`src/sv/rdcc_pkg.sv`:
```
// Package with shared types, command codes and register constants for the drive controller.
`timescale 1ns / 1ps

package rdcc_pkg;

    // Field widths
    localparam int OP_W   = 2;
    localparam int BYTE_W = 8;
    localparam int CNT_W  = 16;
    localparam int DUTY_W = 16;

    // Configuration port geometry
    localparam int APB_ADDR_W = 5;
    localparam int APB_DATA_W = 32;
    localparam int REG_IDX_W  = 3;

    // Event kinds
    localparam logic [OP_W-1:0] OP_TICK    = 2'd0;
    localparam logic [OP_W-1:0] OP_RX_BYTE = 2'd1;
    localparam logic [OP_W-1:0] OP_BUTTON  = 2'd2;
    localparam logic [OP_W-1:0] OP_BATTERY = 2'd3;

    // Received command bytes
    localparam logic [BYTE_W-1:0] CMD_FORWARD = 8'd70;
    localparam logic [BYTE_W-1:0] CMD_STOP    = 8'd66;
    localparam logic [BYTE_W-1:0] CMD_RIGHT   = 8'd82;
    localparam logic [BYTE_W-1:0] CMD_LEFT    = 8'd76;
    localparam logic [BYTE_W-1:0] CMD_IGNORED = 8'd83;
    localparam logic [BYTE_W-1:0] CMD_NONE    = 8'd0;

    localparam logic [CNT_W-1:0] CNT_MAX = 16'hFFFF;

    // Register indexes
    localparam logic [REG_IDX_W-1:0] REG_BATT_THRESHOLD = 3'd0;
    localparam logic [REG_IDX_W-1:0] REG_BATT_CHECK     = 3'd1;
    localparam logic [REG_IDX_W-1:0] REG_LEFT_DUTY      = 3'd2;
    localparam logic [REG_IDX_W-1:0] REG_RIGHT_DUTY     = 3'd3;
    localparam logic [REG_IDX_W-1:0] REG_FWD_HOLDOFF    = 3'd4;
    localparam logic [REG_IDX_W-1:0] REG_BTN_HOLDOFF    = 3'd5;
    localparam logic [REG_IDX_W-1:0] REG_SHORT_TURN     = 3'd6;
    localparam logic [REG_IDX_W-1:0] REG_LONG_PRESS     = 3'd7;

    // Register reset values
    localparam logic [BYTE_W-1:0] RST_BATT_THRESHOLD = 8'd232;
    localparam logic [CNT_W-1:0]  RST_BATT_CHECK     = 16'd1000;
    localparam logic [DUTY_W-1:0] RST_LEFT_DUTY      = 16'd20300;
    localparam logic [DUTY_W-1:0] RST_RIGHT_DUTY     = 16'd22470;
    localparam logic [CNT_W-1:0]  RST_FWD_HOLDOFF    = 16'd70;
    localparam logic [CNT_W-1:0]  RST_BTN_HOLDOFF    = 16'd70;
    localparam logic [CNT_W-1:0]  RST_SHORT_TURN     = 16'd224;
    localparam logic [CNT_W-1:0]  RST_LONG_PRESS     = 16'd250;

    // Configuration bundle handed to the event logic
    typedef struct packed {
        logic [BYTE_W-1:0] battery_threshold;
        logic [CNT_W-1:0]  battery_check_ticks;
        logic [DUTY_W-1:0] left_drive_duty;
        logic [DUTY_W-1:0] right_drive_duty;
        logic [CNT_W-1:0]  forward_holdoff_ticks;
        logic [CNT_W-1:0]  button_holdoff_ticks;
        logic [CNT_W-1:0]  short_turn_ticks;
        logic [CNT_W-1:0]  long_press_ticks;
    } cfg_t;

    // One result item
    typedef struct packed {
        logic              running;
        logic              sample_request;
        logic              low_battery_led;
        logic              left_turn_pin;
        logic              right_turn_pin;
        logic [DUTY_W-1:0] right_duty;
        logic [DUTY_W-1:0] left_duty;
    } result_t;

    localparam int RESULT_W = $bits(result_t);
    localparam int M_DATA_W = ((RESULT_W + 7) / 8) * 8;

    // Saturating counter increment
    function automatic logic [CNT_W-1:0] sat_inc(input logic [CNT_W-1:0] c);
        sat_inc = (c == CNT_MAX) ? c : c + 16'd1;
    endfunction

endpackage

```
`src/sv/rdcc_cfg_regs.sv`:
```
// Configuration register file behind the APB-style port.
`timescale 1ns / 1ps

module rdcc_cfg_regs (
    input  logic                              clk,
    input  logic                              rst_n,
    input  logic                              psel,
    input  logic                              penable,
    input  logic                              pwrite,
    input  logic [rdcc_pkg::APB_ADDR_W-1:0]   paddr,
    input  logic [rdcc_pkg::APB_DATA_W-1:0]   pwdata,
    output logic [rdcc_pkg::APB_DATA_W-1:0]   prdata,
    output logic                              pready,
    output rdcc_pkg::cfg_t                    cfg
);
    import rdcc_pkg::*;

    cfg_t                 cfg_reg;
    cfg_t                 cfg_next;
    logic                 wr_en;
    logic [REG_IDX_W-1:0] reg_idx;

    assign pready  = 1'b1;
    assign wr_en   = psel && penable && pwrite && pready;
    assign reg_idx = paddr[APB_ADDR_W-1:2];
    assign cfg     = cfg_reg;

    // Write decode: one register per word address
    always_comb
    begin
        cfg_next = cfg_reg;
        if (wr_en)
        begin
            unique case (reg_idx)
                REG_BATT_THRESHOLD: cfg_next.battery_threshold     = pwdata[BYTE_W-1:0];
                REG_BATT_CHECK:     cfg_next.battery_check_ticks   = pwdata[CNT_W-1:0];
                REG_LEFT_DUTY:      cfg_next.left_drive_duty       = pwdata[DUTY_W-1:0];
                REG_RIGHT_DUTY:     cfg_next.right_drive_duty      = pwdata[DUTY_W-1:0];
                REG_FWD_HOLDOFF:    cfg_next.forward_holdoff_ticks = pwdata[CNT_W-1:0];
                REG_BTN_HOLDOFF:    cfg_next.button_holdoff_ticks  = pwdata[CNT_W-1:0];
                REG_SHORT_TURN:     cfg_next.short_turn_ticks      = pwdata[CNT_W-1:0];
                REG_LONG_PRESS:     cfg_next.long_press_ticks      = pwdata[CNT_W-1:0];
                default:            cfg_next = cfg_reg;
            endcase
        end
    end

    // Read decode
    always_comb
    begin
        unique case (reg_idx)
            REG_BATT_THRESHOLD: prdata = {24'd0, cfg_reg.battery_threshold};
            REG_BATT_CHECK:     prdata = {16'd0, cfg_reg.battery_check_ticks};
            REG_LEFT_DUTY:      prdata = {16'd0, cfg_reg.left_drive_duty};
            REG_RIGHT_DUTY:     prdata = {16'd0, cfg_reg.right_drive_duty};
            REG_FWD_HOLDOFF:    prdata = {16'd0, cfg_reg.forward_holdoff_ticks};
            REG_BTN_HOLDOFF:    prdata = {16'd0, cfg_reg.button_holdoff_ticks};
            REG_SHORT_TURN:     prdata = {16'd0, cfg_reg.short_turn_ticks};
            REG_LONG_PRESS:     prdata = {16'd0, cfg_reg.long_press_ticks};
            default:            prdata = '0;
        endcase
    end

    // Register storage with documented reset values
    always_ff @(posedge clk or negedge rst_n)
    begin
        if (!rst_n)
        begin
            cfg_reg.battery_threshold     <= RST_BATT_THRESHOLD;
            cfg_reg.battery_check_ticks   <= RST_BATT_CHECK;
            cfg_reg.left_drive_duty       <= RST_LEFT_DUTY;
            cfg_reg.right_drive_duty      <= RST_RIGHT_DUTY;
            cfg_reg.forward_holdoff_ticks <= RST_FWD_HOLDOFF;
            cfg_reg.button_holdoff_ticks  <= RST_BTN_HOLDOFF;
            cfg_reg.short_turn_ticks      <= RST_SHORT_TURN;
            cfg_reg.long_press_ticks      <= RST_LONG_PRESS;
        end
        else
        begin
            cfg_reg <= cfg_next;
        end
    end

endmodule

```
`src/sv/rdcc_event_core.sv`:
```
// Controller state and the per-event update followed by one control pass.
`timescale 1ns / 1ps

module rdcc_event_core (
    input  logic                          clk,
    input  logic                          rst_n,
    input  logic                          step,
    input  logic [rdcc_pkg::OP_W-1:0]     opcode,
    input  logic [rdcc_pkg::BYTE_W-1:0]   rx_byte,
    input  logic [rdcc_pkg::BYTE_W-1:0]   battery_sample,
    input  rdcc_pkg::cfg_t                cfg,
    output rdcc_pkg::result_t             result
);
    import rdcc_pkg::*;

    // State registers
    logic              run_flag_reg,        run_flag_next;
    logic              move_flag_reg,       move_flag_next;
    logic [BYTE_W-1:0] pending_reg,         pending_next;
    logic [BYTE_W-1:0] last_byte_reg,       last_byte_next;
    logic [BYTE_W-1:0] battery_value_reg,   battery_value_next;
    logic [CNT_W-1:0]  button_cnt_reg,      button_cnt_next;
    logic [CNT_W-1:0]  battery_cnt_reg,     battery_cnt_next;
    logic [CNT_W-1:0]  forward_cnt_reg,     forward_cnt_next;
    logic [CNT_W-1:0]  turn_cnt_reg,        turn_cnt_next;
    logic              turn_pending_reg,    turn_pending_next;
    logic              short_turn_reg,      short_turn_next;
    logic              turn_is_right_reg,   turn_is_right_next;
    logic [1:0]        pin_levels_reg,      pin_levels_next;
    logic              led_level_reg,       led_level_next;
    logic              long_hold_reg,       long_hold_next;

    logic              sample_req;
    logic              pass_done;
    logic [BYTE_W-1:0] dir_byte;

    // Event update, then one pass of the control loop
    always_comb
    begin
        run_flag_next      = run_flag_reg;
        move_flag_next     = move_flag_reg;
        pending_next       = pending_reg;
        last_byte_next     = last_byte_reg;
        battery_value_next = battery_value_reg;
        button_cnt_next    = button_cnt_reg;
        battery_cnt_next   = battery_cnt_reg;
        forward_cnt_next   = forward_cnt_reg;
        turn_cnt_next      = turn_cnt_reg;
        turn_pending_next  = turn_pending_reg;
        short_turn_next    = short_turn_reg;
        turn_is_right_next = turn_is_right_reg;
        pin_levels_next    = pin_levels_reg;
        led_level_next     = led_level_reg;
        long_hold_next     = long_hold_reg;
        sample_req         = 1'b0;
        pass_done          = 1'b0;
        dir_byte           = turn_is_right_reg ? CMD_RIGHT : CMD_LEFT;

        if (step)
        begin
            // Event-specific update
            unique case (opcode)
                OP_TICK:
                begin
                    battery_cnt_next = sat_inc(battery_cnt_reg);
                    forward_cnt_next = sat_inc(forward_cnt_reg);
                    button_cnt_next  = sat_inc(button_cnt_reg);
                    if (turn_pending_reg)
                    begin
                        turn_cnt_next = sat_inc(turn_cnt_reg);
                    end
                    if (short_turn_reg && (turn_cnt_next >= cfg.short_turn_ticks))
                    begin
                        if (turn_is_right_reg)
                        begin
                            pin_levels_next[0] = 1'b1;
                        end
                        else
                        begin
                            pin_levels_next[1] = 1'b1;
                        end
                        turn_pending_next = 1'b0;
                        short_turn_next   = 1'b0;
                    end
                end
                OP_RX_BYTE:
                begin
                    last_byte_next = rx_byte;
                    if ((rx_byte != CMD_IGNORED) && run_flag_reg &&
                        !((forward_cnt_reg < cfg.forward_holdoff_ticks) &&
                          (rx_byte == CMD_FORWARD)))
                    begin
                        pending_next = rx_byte;
                    end
                end
                OP_BUTTON:
                begin
                    if (button_cnt_reg > cfg.button_holdoff_ticks)
                    begin
                        run_flag_next   = !run_flag_reg;
                        button_cnt_next = '0;
                    end
                end
                OP_BATTERY:
                begin
                    battery_value_next = battery_sample;
                end
                default:
                begin
                    battery_value_next = battery_value_reg;
                end
            endcase

            // Long hold keeps the pin low while the direction byte stays
            if (long_hold_reg)
            begin
                if (last_byte_next == dir_byte)
                begin
                    if (turn_is_right_next)
                    begin
                        pin_levels_next[0] = 1'b0;
                    end
                    else
                    begin
                        pin_levels_next[1] = 1'b0;
                    end
                    pass_done = 1'b1;
                end
                else
                begin
                    long_hold_next    = 1'b0;
                    turn_pending_next = 1'b0;
                    if (turn_is_right_next)
                    begin
                        pin_levels_next[0] = 1'b1;
                    end
                    else
                    begin
                        pin_levels_next[1] = 1'b1;
                    end
                    pending_next = CMD_NONE;
                end
            end

            if (!pass_done && !run_flag_next)
            begin
                move_flag_next = 1'b0;
                pending_next   = CMD_NONE;
            end
            else if (!pass_done)
            begin
                // Periodic battery check
                if (battery_cnt_next >= cfg.battery_check_ticks)
                begin
                    sample_req       = 1'b1;
                    led_level_next   = (battery_value_next < cfg.battery_threshold);
                    battery_cnt_next = '0;
                end

                // Pending command decode
                if (pending_next == CMD_FORWARD)
                begin
                    move_flag_next   = !move_flag_next;
                    pending_next     = CMD_NONE;
                    forward_cnt_next = '0;
                end
                else if (pending_next == CMD_STOP)
                begin
                    move_flag_next  = 1'b0;
                    pending_next    = CMD_NONE;
                    pin_levels_next = 2'b11;
                end
                else if ((pending_next == CMD_RIGHT) || (pending_next == CMD_LEFT))
                begin
                    if (move_flag_next && !turn_pending_next)
                    begin
                        turn_cnt_next      = '0;
                        turn_pending_next  = 1'b1;
                        turn_is_right_next = (pending_next == CMD_RIGHT);
                    end
                    pending_next = CMD_NONE;
                end

                // Short press: direction byte no longer present within the window
                if (turn_pending_next && (turn_cnt_next > 16'd1) &&
                    (turn_cnt_next <= cfg.long_press_ticks))
                begin
                    if (turn_is_right_next && (last_byte_next != CMD_RIGHT))
                    begin
                        pin_levels_next[0] = 1'b0;
                        short_turn_next    = 1'b1;
                        pending_next       = CMD_NONE;
                    end
                    if (!turn_is_right_next && (last_byte_next != CMD_LEFT))
                    begin
                        pin_levels_next[1] = 1'b0;
                        short_turn_next    = 1'b1;
                        pending_next       = CMD_NONE;
                    end
                end

                // Long press: hold while the direction byte persists
                if (turn_pending_next && (turn_cnt_next > cfg.long_press_ticks))
                begin
                    if (last_byte_next == (turn_is_right_next ? CMD_RIGHT : CMD_LEFT))
                    begin
                        if (turn_is_right_next)
                        begin
                            pin_levels_next[0] = 1'b0;
                        end
                        else
                        begin
                            pin_levels_next[1] = 1'b0;
                        end
                        long_hold_next = 1'b1;
                    end
                    else
                    begin
                        turn_pending_next = 1'b0;
                        if (turn_is_right_next)
                        begin
                            pin_levels_next[0] = 1'b1;
                        end
                        else
                        begin
                            pin_levels_next[1] = 1'b1;
                        end
                        pending_next = CMD_NONE;
                    end
                end
            end
        end
    end

    // Result of the current event
    always_comb
    begin
        result.left_duty       = move_flag_next ? cfg.left_drive_duty : '0;
        result.right_duty      = move_flag_next ? cfg.right_drive_duty : '0;
        result.right_turn_pin  = pin_levels_next[0];
        result.left_turn_pin   = pin_levels_next[1];
        result.low_battery_led = led_level_next;
        result.sample_request  = sample_req;
        result.running         = run_flag_next;
    end

    // State storage
    always_ff @(posedge clk or negedge rst_n)
    begin
        if (!rst_n)
        begin
            run_flag_reg      <= 1'b0;
            move_flag_reg     <= 1'b0;
            pending_reg       <= CMD_NONE;
            last_byte_reg     <= '0;
            battery_value_reg <= '0;
            button_cnt_reg    <= '0;
            battery_cnt_reg   <= '0;
            forward_cnt_reg   <= '0;
            turn_cnt_reg      <= '0;
            turn_pending_reg  <= 1'b0;
            short_turn_reg    <= 1'b0;
            turn_is_right_reg <= 1'b0;
            pin_levels_reg    <= 2'b11;
            led_level_reg     <= 1'b0;
            long_hold_reg     <= 1'b0;
        end
        else
        begin
            run_flag_reg      <= run_flag_next;
            move_flag_reg     <= move_flag_next;
            pending_reg       <= pending_next;
            last_byte_reg     <= last_byte_next;
            battery_value_reg <= battery_value_next;
            button_cnt_reg    <= button_cnt_next;
            battery_cnt_reg   <= battery_cnt_next;
            forward_cnt_reg   <= forward_cnt_next;
            turn_cnt_reg      <= turn_cnt_next;
            turn_pending_reg  <= turn_pending_next;
            short_turn_reg    <= short_turn_next;
            turn_is_right_reg <= turn_is_right_next;
            pin_levels_reg    <= pin_levels_next;
            led_level_reg     <= led_level_next;
            long_hold_reg     <= long_hold_next;
        end
    end

endmodule

```
`src/sv/remote_drive_command_controller_core.sv`:
```
// Top level of the remote drive command controller: stream ports, input and result registers.
`timescale 1ns / 1ps

// Usage:
// Events enter on the slave stream. s_tuser carries the event kind (tick,
// received byte, button press, battery sample); s_tdata carries the received
// byte and the battery sample. Each event produces exactly one result transfer
// on the master stream with the motor duties, direction pin levels, the
// low-battery LED, a conversion request flag and the run flag.
// An accepted transfer is first captured in the input register; then the event
// logic updates the controller state and loads the result register. Throughput
// is one event per cycle while the receiver does not stall the master stream.
// When the receiver stalls, the result register holds its transfer and one
// more event may wait in the input register; s_tready drops only when both
// are full. Reset clears both stages and returns the controller state and the
// configuration registers to their documented defaults; the pins reset high.
// The user writes configuration over the APB-style port only while the block
// is idle; the block itself does not enforce this.
module remote_drive_command_controller_core (
    input  logic                              clk,
    input  logic                              rst_n,
    // Slave stream
    input  logic                              s_tvalid,
    output logic                              s_tready,
    input  logic [15:0]                       s_tdata,  // [7:0] rx_byte, [15:8] battery_sample
    input  logic [rdcc_pkg::OP_W-1:0]         s_tuser,  // [1:0] opcode
    // Master stream
    output logic                              m_tvalid,
    input  logic                              m_tready,
    // [15:0] left_duty, [31:16] right_duty, [32] right_turn_pin, [33] left_turn_pin,
    // [34] low_battery_led, [35] sample_request, [36] running, [39:37] zero
    output logic [rdcc_pkg::M_DATA_W-1:0]     m_tdata,
    // Configuration port
    input  logic                              psel,
    input  logic                              penable,
    input  logic                              pwrite,
    input  logic [rdcc_pkg::APB_ADDR_W-1:0]   paddr,
    input  logic [rdcc_pkg::APB_DATA_W-1:0]   pwdata,
    output logic [rdcc_pkg::APB_DATA_W-1:0]   prdata,
    output logic                              pready
);
    import rdcc_pkg::*;

    cfg_t              cfg;
    result_t           result;

    logic              in_valid_reg;
    logic [OP_W-1:0]   in_op_reg;
    logic [BYTE_W-1:0] in_rx_reg;
    logic [BYTE_W-1:0] in_smp_reg;
    logic              out_valid_reg;
    result_t           out_data_reg;

    logic              advance;
    logic              step;
    logic              in_take;

    // Configuration registers
    rdcc_cfg_regs u_cfg (
        .clk     (clk),
        .rst_n   (rst_n),
        .psel    (psel),
        .penable (penable),
        .pwrite  (pwrite),
        .paddr   (paddr),
        .pwdata  (pwdata),
        .prdata  (prdata),
        .pready  (pready),
        .cfg     (cfg)
    );

    // Event logic and controller state
    rdcc_event_core u_core (
        .clk            (clk),
        .rst_n          (rst_n),
        .step           (step),
        .opcode         (in_op_reg),
        .rx_byte        (in_rx_reg),
        .battery_sample (in_smp_reg),
        .cfg            (cfg),
        .result         (result)
    );

    // Handshake control
    assign advance  = !out_valid_reg || m_tready;
    assign step     = in_valid_reg && advance;
    assign s_tready = !in_valid_reg || advance;
    assign in_take  = s_tvalid && s_tready;

    // Input register
    always_ff @(posedge clk or negedge rst_n)
    begin
        if (!rst_n)
        begin
            in_valid_reg <= 1'b0;
        end
        else if (in_take)
        begin
            in_valid_reg <= 1'b1;
        end
        else if (step)
        begin
            in_valid_reg <= 1'b0;
        end
    end

    always_ff @(posedge clk)
    begin
        if (in_take)
        begin
            in_op_reg  <= s_tuser;
            in_rx_reg  <= s_tdata[BYTE_W-1:0];
            in_smp_reg <= s_tdata[2*BYTE_W-1:BYTE_W];
        end
    end

    // Result register
    always_ff @(posedge clk or negedge rst_n)
    begin
        if (!rst_n)
        begin
            out_valid_reg <= 1'b0;
        end
        else if (step)
        begin
            out_valid_reg <= 1'b1;
        end
        else if (m_tready)
        begin
            out_valid_reg <= 1'b0;
        end
    end

    always_ff @(posedge clk)
    begin
        if (step)
        begin
            out_data_reg <= result;
        end
    end

    assign m_tvalid = out_valid_reg;
    assign m_tdata  = {{(M_DATA_W - RESULT_W){1'b0}}, out_data_reg};

endmodule
```
`config.mk`:
```
export PLATFORM = sky130hd
export DESIGN_NAME = remote_drive_command_controller_core
export DESIGN_NICKNAME = d
export VERILOG_FILES = /design/src/sv/rdcc_pkg.sv /design/src/sv/rdcc_cfg_regs.sv /design/src/sv/rdcc_event_core.sv /design/src/sv/remote_drive_command_controller_core.sv
export SDC_FILE = /design/constraint.sdc
export NUM_CORES = 1
export LEC_CHECK = 0
export ABC_AREA = 1
export BUFFER_PORTS_ARGS = -buffer_cell sky130_fd_sc_hd__buf_2
export CORE_MARGIN = 2
export CORE_UTILIZATION = 40
export DETAILED_ROUTE_END_ITERATION = 10
export SLEW_MARGIN = 20
export SYNTH_ARGS = -nofsm -noshare
export SYNTH_HDL_FRONTEND = slang
export SYNTH_SLANG_ARGS = --single-unit
```
`constraint.sdc`:
```
create_clock -name clk -period 5.4 [get_ports clk]
set_clock_uncertainty 0.05 [all_clocks]
set_input_delay 0.27 -clock clk [delete_from_list [all_inputs] [get_ports clk]]
set_output_delay 0.27 -clock clk [all_outputs]
set_load 0.005 [all_outputs]
```
Yosys cells after proc, flatten, opt, wreduce, memory -nomap -nowiden:

Index checks and enable logic that the tools add are counted.
W data, S select, Z words.

* bits of input ports: 62
* logic and storage cells: 248
* register bits: 274
* output and inout bits: 75

* bitwise gates (word level): 2
* multiplexer cells: 130
* reduce and logical (&&, ||, !) cells: 43
* equal/unequal tests: 26
* magnitude comparators: 8
* add/sub/neg operators: 4

Operator list (count)
* $mux W16: 27
* $pmux W32 S8: 1
* $mux W8: 19
* $mux W1: 67
* $add A16 B1 Y16 const B: 4
* $eq A16 B16 Y1 const B: 4
* $eq A8 B7 Y1 const B: 5
* $ge A16 B16 Y1: 2
* $gt A16 B16 Y1: 2
* $pmux W16 S2: 1
* $mux W2: 13
* $ne A8 B7 Y1 const B: 3
* $eq A8 B8 Y1: 2
* $gt A16 B1 Y1 const B: 1
* $le A16 B16 Y1: 1
* $lt A16 B16 Y1: 1
* $reduce_and A2 Y1: 8
* $logic_and A1 B1 Y1: 15
* $eq A3 B3 Y1 const B: 4
* $mux W5: 2
* $logic_not A1 Y1: 9
* $lt A8 B8 Y1: 1
* $eq A3 B2 Y1 const B: 2
* $reduce_bool A2 Y1: 3
* other kinds (12): 16

Logic depth before layout (Yosys ltp):

* depth in word-level cells: 31
* mapped depth: 41
* depth with buffers taken out: 41

By module:

A second synthesis with hierarchy kept.

* cell total of the unflattened synthesis: 2123
* area, all modules: 16945.0 um^2

By module, submodules not included
* rdcc_event_core: area each 8944.8 um^2, times used 1, cells each 1356, seq. area each 2429.8 um^2
* rdcc_cfg_regs: area each 6227.2 um^2, times used 1, cells each 696, seq. area each 3055.4 um^2
* remote_drive_command_controller_core: area each 1773.0 um^2, times used 1, cells each 71, seq. area each 1701.6 um^2

Worst setup path after synthesis:

No wires, ideal clock.

* path type: register to register
* from: register u_core.turn_cnt_reg[0]
* to: register out_data_reg, in the netlist m_tdata[33], data pin
* slack: 0.162 ns
* arrival: 4.931 ns
* library setup time: 0.258 ns
* clock period less this slack: 5.238 ns
* cell stages (with the launch flop): 39
* cells stage by stage: dfrtp_1 ha_1 nand3_1 nor2_1 nand4_1 nor3_1 nand2_1 nand2_1 inv_1 nand2_1 o21ai_1 ha_1 a21oi_1 o21ai_0 nand2_1 o211ai_1 nand2_1 nand3_1 [... 3 more ...] nor4_4 clkbuf_1 nor2_1 ha_1 nand2_1 o21ai_0 nand3_1 nand2_1 nand2_1 a32o_1 nor2_1 inv_1 nor2_1 a21oi_1 nand2_1 nand2_1 nand2_1 nand2_1

RTL lines
* start, declared: RTL line rdcc_event_core.sv:25 `logic [CNT_W-1:0] turn_cnt_reg, turn_cnt_next;`
* start signal, assigned: RTL line rdcc_event_core.sv:278 `turn_cnt_reg <= turn_cnt_next;`
* end signal, assigned: RTL line remote_drive_command_controller_core.sv:138 `out_data_reg <= result;`
* end, declared: RTL line remote_drive_command_controller_core.sv:52 `result_t out_data_reg;`

==> out/summary.txt <==
largest net degree at the start of global routing = 123
Tmin final = 5170 ps
total vias in the final route = 13994
CP Max Fanout = 11
Placer Congestion = 0.923
H-tree lvl count = 1
Post-Place Setup Slack = -232 ps
max reg flops = 120
DRT Pass-1 Iters = 6
Seq cells post-synth = 274
Synthesis Warnings = 0
crit path DAT = 5440 ps
Worst-Margin Slew = 1030 ps
final WL = 47100 µm
Yosys cell types = 56
FF-to-FF path depth = 40
Max Cap Viol = 0
Area contributors post-synth = dfrtp_1 28%, edfxtp_1 10%, nand2_1 9.5%
CP Capture Type = register
CP peak stage delay = 420 ps
async set-reset flop share out of synthesis = 0.799
Initial Util = 0.407
nets@finish = 2315
layout cells sized above 1 = 0.148
sequential area share after synthesis = 0.453
period utilization = 0.958
fillers = 3797
Total Power Consumption = 8.35 mW
diode count = 0
Max-slew headroom = 0.313
HP Class = input port to async pin
IO Pins = 137
drt drc = 0
post-route ant nets = 0
share of the synthesized area in the top cell type = 0.276
Pins Over Slew Limit = 0
Pleak = 8.97 nW
register area = 7190 µm²
Die Wd = 203 µm
initial antenna violation count = 1
synthesis-to-layout area growth = 18.5%
Mean Syn Cell Area = 7.93 µm²
Num CTS Buffers = 31
CTS root buffer = clkbuf_16
grt ovf = 0
wire per inst = 17.4 µm
final core utilization = 0.483
Hold Vio Cnt, Final = 0
multi-input logic area = 7320 µm²
first-pass GRT wire length = 73000 µm
Synth Flop Type = dfrtp_1
Row Count = 72
drt initial violations = 1072
CTS tree = built
Mapped Area = 15900 µm²
Critical Path RT = 5670 ps
Setup-failing EPs final = 0
CP Launch Type = register
Max VDD drop = 0.301 mV
final worst-path setup slack = 229 ps
GRT Total Usage = 0.228
Crit Path Class = register to register
dpl hpwl = 35000 µm
vias per inst = 5.17
EDFF count, synth = 55
area of the core = 38900 µm²
chip height = 203 µm
CP most frequent cell = nand2_1
clk buf depth = 3
Worst-Skew Late Latency = 580 ps
status = finished clean
Max Fclk = 193 MHz
Die Area = 41200 µm²
clk slew on worst S/H paths = 60 ps
PD cells = 444 nW/µm²
number of global-route vias before repair = 12995
unrepaired setup endpoints after global routing = yes
clk sinks = 274
cell type of the slowest stage on the worst timing path = dfrtp_1
Syn Inst Count = 1999
Synth area leader = dfrtp_1
IO Port Bufs = 98
==> synth_stat cells, types with 5 or more instances <==
library cell    n
a211oi_1        5
a21oi_1        90
a221oi_1       10
buf_4          20
clkbuf_1       54
dfrtp_1       175
dfstp_2        44
edfxtp_1       55
ha_1           90
inv_1         335
nand2_1       401
nand2_2         6
nand3_1       111
nand4_1        20
nor2_1        162
nor3_1         33
nor4_1          6
o211ai_1       11
o21a_1         11
o21ai_0       222
o21ai_1         8
o221ai_1        5
o22ai_1        32
xor2_1         29
==> placed cells by master, fill, tap and decap left out, types with 5 or more instances in the layout <==
cell type / n
nor2_1: 151
dfstp_2: 44
buf_2: 97
clkbuf_1: 5
clkbuf_16: 31
a221oi_1: 10
nand2_1: 394
nor3_1: 28
o21ai_0: 221
o21ai_1: 7
dfrtp_1: 174
nand2_2: 9
edfxtp_1: 55
nor2_2: 9
nand2_4: 5
a21oi_1: 89
nor4_1: 6
nand3_2: 10
dlygate4sd3_1: 39
conb_1: 20
o22ai_1: 31
clkinv_1: 8
a211oi_1: 5
inv_1: 330
nor2_4: 6
nand4_1: 20
buf_4: 55
inv_2: 7
clkinv_2: 8
ha_1: 86
o211ai_1: 11
nand3_1: 101
o21a_1: 11
xor2_1: 29
==> metal layers <==
metal	wire length (µm)	global-route usage	share of wire
met1	20600	0.314	0.44
met2	21500	0.362	0.46
met3	3340	0.0393	0.071
met4	1670	0.0782	0.036
met5	0	0	0
==> repair_timing <==
| item | 4_1_cts | 5_1_grt |
|---|---|---|
| setup endpoints to repair | 15 | 15 |
| gates resized for setup | 8 | 55 |
| buffers inserted | 2 | 7 |
| pin swaps | 4 | 21 |
| hold buffers | 39 | 0 |
| endpoints found under the hold margin | 135 | 0 |
==> power by group <==
part,internal (mW),switching (mW)
clock network,1.23,0.873
registers,2.68,0.372
logic,1.20,1.99
total,5.11,3.24
==> kinds of logic after synthesis <==
kind of cell,count (synthesis),share of synthesized area
and+or+nand+nor,758,0.201
adders and majority gates,90,0.0710
xor gates and xnor gates,31,0.0171
AOI/OAI and AO/OA,422,0.151
other,2,0.000474
buffers and inverters,422,0.106
DFF,274,0.453
==> cell type report <==
cell class	count	share of cell area
multi-input cells	1321	0.389
flip-flops and latches	274	0.382
repair buffers	195	0.0721
inverters	340	0.0680
clock buffers	39	0.0445
well taps	518	0.0345
clock inverters	19	0.00899
==> metrics by stage <==
stage                     instance area (µm²)  hold WS [ps]  instances  TNS (ps)
after floorplan                         15900         -75.6       2017         0
after global placement                  17100           322       2600     -96.9
after detailed placement                17100           325       2600     -1580
after CTS                               18500           303       2699         0
after global routing                    18800           325       2706     -1260
final                                   18800           245       2706         0
==> final timing paths <==
| path | startpoint | to | slack, ps |
|---|---|---|---|
| max in group asynchronous | rst_n | u_core.turn_cnt_reg[7] | 3860 |
| min in group clk | penable | u_cfg.cfg[22] | 320 |
| max reg2reg | u_core.turn_cnt_reg[0] | m_tdata[33] | 230 |
| min reg2reg | u_cfg.cfg[106] | u_cfg.cfg[106] | 430 |
| min | rst_n | u_cfg.cfg[68] | 250 |
| max | u_core.turn_cnt_reg[0] | m_tdata[33] | 230 |
==> critical path: cells and delay by family (launching register included) <==
family / cells / cell delay [ps]
and+or+nand+nor: 24 / 2260
buffers and inverters: 5 / 470
DFF: 1 / 420
AOI/OAI and AO/OA: 8 / 1040
adders and majority gates: 3 / 670
Power figures use the tool's default switching activity.
